## src/rtl/core/lkv_pkg.sv

```systemverilog
// Shared constants for the LRU key/value cache.
package lkv_pkg;

  localparam int ENTRIES_DEF = 16;
  localparam int KEY_W       = 32;
  localparam int VAL_W       = 32;
  localparam int CAP_W       = 5;

  localparam logic [CAP_W-1:0] CAP_RESET  = 5'd16;
  localparam logic [VAL_W-1:0] MISS_VALUE = '1;

  // command codes
  localparam logic CMD_GET = 1'b0;
  localparam logic CMD_PUT = 1'b1;

endpackage

```

## src/rtl/core/lkv_tags.sv

```systemverilog
// Valid bits, key row, recency ranks and replacement choice of the cache.
module lkv_tags #(
  parameter int ENTRIES = lkv_pkg::ENTRIES_DEF,
  parameter int IW      = (ENTRIES > 1) ? $clog2(ENTRIES) : 1
) (
  input  logic                                clk,
  input  logic                                rst_n,
  input  logic                                en,
  input  logic                                is_put,
  input  logic signed [lkv_pkg::KEY_W-1:0]    key,
  input  logic        [lkv_pkg::CAP_W-1:0]    cap,
  output logic                                hit,
  output logic                                wr_en,
  output logic        [IW-1:0]                idx
);
  import lkv_pkg::*;

  localparam int RW = IW;
  localparam int CW = $clog2(ENTRIES + 1);

  logic [ENTRIES-1:0]            valid_r;
  logic signed [KEY_W-1:0]       key_r  [ENTRIES];
  logic [RW-1:0]                 rank_r [ENTRIES];
  logic [CW-1:0]                 count_r;

  logic [ENTRIES-1:0] match;
  logic [ENTRIES-1:0] victim;
  logic [ENTRIES-1:0] free;
  logic [IW-1:0]      hit_idx;
  logic [IW-1:0]      free_idx;
  logic [RW-1:0]      hit_rank;
  logic [RW-1:0]      last_rank;
  logic [CW-1:0]      cap_eff;
  logic               any_free;
  logic               full;
  logic               evict;
  logic               ins;

  always_comb begin
    if (cap == '0) begin
      cap_eff = CW'(1);
    end else if (int'(cap) > ENTRIES) begin
      cap_eff = CW'(ENTRIES);
    end else begin
      cap_eff = CW'(cap);
    end
  end

  assign full      = (count_r >= cap_eff);
  assign last_rank = RW'(count_r - CW'(1));

  always_comb begin
    for (int i = 0; i < ENTRIES; i++) begin
      match[i]  = valid_r[i] && (key_r[i] == key);
      victim[i] = valid_r[i] && (rank_r[i] == last_rank);
    end
  end

  assign hit   = |match;
  assign evict = is_put && !hit && full;

  always_comb begin
    for (int i = 0; i < ENTRIES; i++) begin
      free[i] = !valid_r[i] || (evict && victim[i]);
    end
  end

  assign any_free = |free;
  assign ins      = is_put && !hit && any_free;

  // lowest-numbered match and lowest-numbered free slot
  always_comb begin
    hit_idx  = '0;
    free_idx = '0;
    for (int i = ENTRIES - 1; i >= 0; i--) begin
      if (match[i]) begin
        hit_idx = IW'(i);
      end
      if (free[i]) begin
        free_idx = IW'(i);
      end
    end
  end

  // one-hot select of the hit entry's rank
  always_comb begin
    hit_rank = '0;
    for (int i = 0; i < ENTRIES; i++) begin
      hit_rank = hit_rank | (match[i] ? rank_r[i] : '0);
    end
  end

  assign wr_en = en && is_put && (hit || ins);
  assign idx   = hit ? hit_idx : free_idx;

  always_ff @(posedge clk) begin
    if (!rst_n) begin
      valid_r <= '0;
      count_r <= '0;
    end else if (en) begin
      if (hit) begin
        // move the hit entry to the front
        for (int i = 0; i < ENTRIES; i++) begin
          if (match[i]) begin
            rank_r[i] <= '0;
          end else if (valid_r[i] && (rank_r[i] < hit_rank)) begin
            rank_r[i] <= rank_r[i] + RW'(1);
          end
        end
      end else if (ins) begin
        for (int i = 0; i < ENTRIES; i++) begin
          if (IW'(i) == free_idx) begin
            valid_r[i] <= 1'b1;
            key_r[i]   <= key;
            rank_r[i]  <= '0;
          end else if (evict && victim[i]) begin
            valid_r[i] <= 1'b0;
          end else if (valid_r[i]) begin
            rank_r[i] <= rank_r[i] + RW'(1);
          end
        end
        if (!evict) begin
          count_r <= count_r + CW'(1);
        end
      end
    end
  end

endmodule

```

## src/rtl/core/lkv_data.sv

```systemverilog
// Value memory of the cache: one write or one registered read per cycle.
module lkv_data #(
  parameter int ENTRIES = lkv_pkg::ENTRIES_DEF,
  parameter int IW      = (ENTRIES > 1) ? $clog2(ENTRIES) : 1
) (
  input  logic                              clk,
  input  logic                              wr_en,
  input  logic                              rd_en,
  input  logic        [IW-1:0]              addr,
  input  logic signed [lkv_pkg::VAL_W-1:0]  wr_data,
  output logic signed [lkv_pkg::VAL_W-1:0]  rd_data
);
  import lkv_pkg::*;

  logic signed [VAL_W-1:0] mem [ENTRIES];
  logic signed [VAL_W-1:0] rd_data_r;

  always_ff @(posedge clk) begin
    if (wr_en) begin
      mem[addr] <= wr_data;
    end
    if (rd_en) begin
      rd_data_r <= mem[addr];
    end
  end

  assign rd_data = rd_data_r;

endmodule

```

## src/rtl/core/lru_key_value_cache.sv

```systemverilog
// Top level of the fully associative key/value cache with LRU replacement.
// Input channel: in_valid/in_stall carry one command beat (get or put) with
// its key and value. Result channel: out_valid/out_stall carry out_hit and
// out_read_value, one result beat per command beat, in order.
// A get that hits returns the stored value and refreshes the entry; a get
// miss and every put return all ones. A put on an absent key fills the
// lowest free entry, evicting the least recent one when the capacity in
// cfg_wr_data is reached.
// An accepted beat waits in the input register until the result register can take it.
// Throughput: one beat per cycle while the receiver does not stall; every key
// compare, rank update and the value memory access happen between the input
// register and the result register.
// The input register keeps taking beats while a result waits; when the
// receiver stalls, the result and one more input beat are held and in_stall
// rises.
// Reset clears all valid bits and the fill count and sets the capacity to 16;
// the cache is usable directly after reset.
module lru_key_value_cache #(
  parameter int ENTRIES = lkv_pkg::ENTRIES_DEF
) (
  input  logic                              clk,
  input  logic                              rst_n,
  input  logic                              in_valid,
  output logic                              in_stall,
  input  logic                              in_cmd,
  input  logic signed [lkv_pkg::KEY_W-1:0]  in_item_key,
  input  logic signed [lkv_pkg::VAL_W-1:0]  in_item_value,
  output logic                              out_valid,
  input  logic                              out_stall,
  output logic                              out_hit,
  output logic signed [lkv_pkg::VAL_W-1:0]  out_read_value,
  input  logic                              cfg_wr_en,
  input  logic        [lkv_pkg::CAP_W-1:0]  cfg_wr_data
);
  import lkv_pkg::*;

  localparam int IW = (ENTRIES > 1) ? $clog2(ENTRIES) : 1;

  logic                    in_valid_r;
  logic                    cmd_r;
  logic signed [KEY_W-1:0] key_r;
  logic signed [VAL_W-1:0] value_r;
  logic                    out_valid_r;
  logic                    hit_r;
  logic                    put_r;
  logic [CAP_W-1:0]        cap_r;

  logic                    advance;
  logic                    go;
  logic                    accept;
  logic                    is_put;
  logic                    hit;
  logic                    wr_en;
  logic [IW-1:0]           idx;
  logic signed [VAL_W-1:0] rd_data;

  assign advance  = !out_valid_r || !out_stall;
  assign go       = in_valid_r && advance;
  assign in_stall = in_valid_r && !advance;
  assign accept   = in_valid && !in_stall;
  assign is_put   = (cmd_r == CMD_PUT);

  always_ff @(posedge clk) begin
    if (!rst_n) begin
      in_valid_r  <= 1'b0;
      out_valid_r <= 1'b0;
      cap_r       <= CAP_RESET;
    end else begin
      if (accept) begin
        in_valid_r <= 1'b1;
      end else if (go) begin
        in_valid_r <= 1'b0;
      end
      if (go) begin
        out_valid_r <= 1'b1;
      end else if (!out_stall) begin
        out_valid_r <= 1'b0;
      end
      if (cfg_wr_en) begin
        cap_r <= cfg_wr_data;
      end
    end
  end

  // payload registers: hold while stalled
  always_ff @(posedge clk) begin
    if (accept) begin
      cmd_r   <= in_cmd;
      key_r   <= in_item_key;
      value_r <= in_item_value;
    end
    if (go) begin
      hit_r <= hit;
      put_r <= is_put;
    end
  end

  lkv_tags #(
    .ENTRIES (ENTRIES),
    .IW      (IW)
  ) u_tags (
    .clk    (clk),
    .rst_n  (rst_n),
    .en     (go),
    .is_put (is_put),
    .key    (key_r),
    .cap    (cap_r),
    .hit    (hit),
    .wr_en  (wr_en),
    .idx    (idx)
  );

  lkv_data #(
    .ENTRIES (ENTRIES),
    .IW      (IW)
  ) u_data (
    .clk     (clk),
    .wr_en   (wr_en),
    .rd_en   (go && !is_put),
    .addr    (idx),
    .wr_data (value_r),
    .rd_data (rd_data)
  );

  assign out_valid      = out_valid_r;
  assign out_hit        = hit_r;
  assign out_read_value = (hit_r && !put_r) ? rd_data : MISS_VALUE;

endmodule
```

## config.mk

```make
export PLATFORM = sky130hd
export DESIGN_NAME = lru_key_value_cache
export DESIGN_NICKNAME = d
export VERILOG_FILES = /design/src/rtl/core/lkv_pkg.sv /design/src/rtl/core/lkv_tags.sv /design/src/rtl/core/lkv_data.sv /design/src/rtl/core/lru_key_value_cache.sv
export SDC_FILE = /design/constraint.sdc
export NUM_CORES = 2
export LEC_CHECK = 0
export BUFFER_PORTS_ARGS = -buffer_cell sky130_fd_sc_hd__buf_2
export CORE_MARGIN = 10
export CORE_UTILIZATION = 60
export CTS_CLUSTER_SIZE = 24
export DETAILED_ROUTE_END_ITERATION = 8
export GPL_TIMING_DRIVEN = 0
export PLACE_DENSITY = 0.75
export SLEW_MARGIN = 20
export SYNTH_ARGS = -nofsm -noshare
export SYNTH_HDL_FRONTEND = slang
export SYNTH_SLANG_ARGS = --single-unit
```

## constraint.sdc

```tcl
create_clock -name clk -period 15.2 [get_ports clk]
set_input_delay 0.76 -clock clk [delete_from_list [all_inputs] [get_ports clk]]
set_output_delay 0.76 -clock clk [all_outputs]
set_load 0.05 [all_outputs]
```

==> flow_metrics.py <==
metrics = {
    "sta": {
        "setup_ws_ps": 6816,
        "setup_viol": 0,
        "slew_headroom": 0.1277,
        "drv_slew": 0,
        "finalSetupTns_ps": 0,
        "rsz0062_at_grt": "no",
        "min_period_ps": 8384,
        "worst_slew_pin_slew_ps": 1308,
        "clock-skew-final_ps": 49.54,
        "fin_crit_sh": 0.5516,
        "finalHoldViolations": 0,
        "timing.fmax_ghz": 0.1193,
    },
    "synthesis": {
        "syn_nets": 3839,
        "synthArstFlopShare": 0,
        "netlist.area_leader.share": 0.6536,
        "syn_avg_cell_area_um2": 14.72,
        "ys_seq_area_frac": 0.6654,
        "yosys-top-cells-count": "1183 x edfxtp_1, 390 x xor2_1, 199 x xnor2_1",
        "ys_warn_count": 0,
        "synth_edf_count": 1183,
        "synth_fa_ha_area_frac": 0.01634,
        "synth_compound_area_frac": 0.06531,
        "synth_area_mm2": 0.05435,
        "synth_most_common_cell": "edfxtp_1",
        "synth_cell_type_count": 100,
        "synth_seq_cells": 1215,
        "synth_flop_cell": "edfxtp_1",
        "synth_top_family_by_area": "XOR/XNOR gates",
        "synth_area_leaders": "edfxtp_1 65%, xor2_1 6.3%, xnor2_1 3.2%",
        "yosys.area.top_type": "edfxtp_1",
        "syn_inst": 3693,
        "synth-xor-area-share": 0.1043,
        "yosys.area_share.simple": 0.09655,
        "synthMuxAreaShare": 0.02831,
    },
    "clocking": {
        "cts_resized": 0,
        "clk_path_buf_depth": 3,
        "clk_pin_slew_ps": 60,
        "htreeDepth": 3,
        "clock_sinks": 1215,
        "cts_hold_buf": 0,
        "clk_root_buffer_cell": "clkbuf_16",
        "numCtsBuffers": 120,
        "tritoncts": "done",
        "clk_latency_ps": 750,
        "post_cts_buffers": 0,
    },
    "global_route": {
        "grt_first_pass_wirelength_mm": 239.6,
        "overflow": 0,
        "grt_max_degree": 33,
        "grt_pass1_vias": 34550,
        "grt_use_total": 0.3217,
        "antenna_found_initial": 2,
    },
    "cells_and_area": {
        "area_delta_synth_final_pct": 13.91,
        "drive_gt1_frac": 0.1361,
        "fillers": 6092,
        "fin_nets": 4149,
        "diodes": 0,
    },
    "detailed_routing": {
        "drc": 0,
        "viasPerCell": 6.780,
        "initialDrtViolationCount": 5882,
        "antenna_left": 0,
        "drt-total-wl_mm": 168.8,
        "vias": 35780,
        "first_pass_iters": 8,
        "wl_per_cell_um": 31.98,
    },
    "worst_setup_path": {
        "cp-startpoint": "key_r[9]$_DFFE_PP_",
        "critPathCaptureType": "flop",
        "rr_worst_depth": 19,
        "critPathArrivalTime_ps": 8800,
        "startpoint_type": "flop",
        "crit_type": "reg2reg",
        "cp.required_ps": 15620,
        "cp_max_fo": 18,
        "reg2reg_from": "key_r[9]$_DFFE_PP_",
    },
    "floorplanning": {
        "die_area_mm2": 0.1030,
        "die_width_um": 321.0,
        "initial_core_util": 0.6038,
        "coreArea_mm2": 0.09001,
        "num_rows": 110,
        "die_y_um": 321.0,
        "num_io_pins": 110,
    },
    "min_path": {
        "min_path_cells": 1,
        "min_path_type": "in2reg",
        "hp-start": "in_item_key[21]",
    },
    "placement": {
        "dp_worst_setup_slack_ps": 7123,
        "gp_routability_congestion": 0.9724,
        "port_buffers": 107,
        "dp_hpwl_mm": 114.0,
    },
    "flow_run": {
        "maxCapViolations": 0,
    },
    "power_and_ir_drop": {
        "leakagePower_nw": 20.53,
        "vdd_drop_max_v": 0.0001650,
        "power.density_mw_per_mm2": 112.1,
    },
    "status": {
        "status": "finished clean",
    },
}
-- metal layers --
layer / up-vias / share of wire / track usage / wire length (µm)
met3: 530 / 0.14 / 0.09174 / 23000
met5: - / 0.000077 / 0 / 13
li1: 14900 / - / - / -
met2: 2801 / 0.44 / 0.4810 / 74410
met4: 2 / 0.051 / 0.1518 / 8564
met1: 17550 / 0.37 / 0.4331 / 62780
-- power by group --
group | switching (mW) | internal [mW] | leakage [nW] | total [mW]
Combinational | 0.245 | 0.120 | 7.86 | 0.364
Sequential | 0.0565 | 3.70 | 10.9 | 3.75
Clock | 1.28 | 1.54 | 1.78 | 2.82
Total | 1.58 | 5.36 | 20.5 | 6.94
-- path summary, 6_finish.rpt --
path	slack (ps)	to
max	6820	u_data.mem[15][28]$_DFFE_PP_
min	200	key_r[21]$_DFFE_PP_
min reg2reg	520	out_valid$_SDFFE_PN0P_
max reg2reg	6820	u_data.mem[15][28]$_DFFE_PP_
-- final cells by class --
| type | count | area (µm²) | area share |
|---|---|---|---|
| multi-input cells | 2250 | 17180 | 0.2774 |
| clock buffers | 157 | 3142 | 0.05074 |
| clock inverters | 63 | 530.5 | 0.008568 |
| repair buffers | 188 | 2136 | 0.03450 |
| flip-flops and latches | 1215 | 36160 | 0.5841 |
| well taps | 1176 | 1471 | 0.02377 |
| plain buffers | 171 | 1080 | 0.01744 |
| inverters | 57 | 214.0 | 0.003456 |
-- through the flow --
stage               instance area, µm²  hold WS, ps  power, mW  instances    util
floorplan                        54350        467.3      3.994       3693       -
global placement                 56360        483.7      4.145       4976  0.6261
detailed placement               58170        509.3      4.169       5053  0.6462
CTS                              61840        168.5      6.923       5273  0.6870
global route                     61910        188.7      7.085       5277  0.6879
finish                           61910        202.0      6.938       5277  0.6879
-- cell families after synthesis --
group	Yosys count
adders and majority gates	71
muxes	153
and+or+nand+nor	929
buffers and inverters	228
DFF	1215
xor gates and xnor gates	612
AOI/OAI and AO/OA	485
-- placed cells by master, fill, tap and decap left out, types with 87 or more instances in the layout --
master / n
edfxtp_1: 1183
xor2_1: 390
xnor2_1: 199
nor4_1: 154
mux2i_1: 147
buf_2: 146
nand2_1: 137
clkbuf_16: 120
nor2_1: 109
nand4_1: 104
nand3_1: 93
clkbuf_1: 88
a21oi_1: 87
-- critical path, cell delays in order (launching register included) --
cell and delay, ps:
edfxtp_1 1160, buf_2 450, buf_4 370, xnor2_1 170
nand4_1 220, nor4_1 320, nand4_1 700, and4b_4 530
and4_4 170, buf_6 140, buf_6 150, a31oi_1 260
a21o_1 180, nand2_1 240, nor2_1 260, clkbuf_1 490
clkbuf_1 710, nand2_1 470, nor2_4 760, buf_16 250
-- sequential cells by signal (all words and copies together) (netlist names), 5 cells and up --
signal,count
cap_r,5
value_r,32
u_data.mem,512
u_tags.rank_r,64
key_r,32
u_tags.count_r,5
u_tags.valid_r,16
u_data.rd_data,32
u_tags.key_r,512
Note: power is estimated with default switching activity, not from simulation.
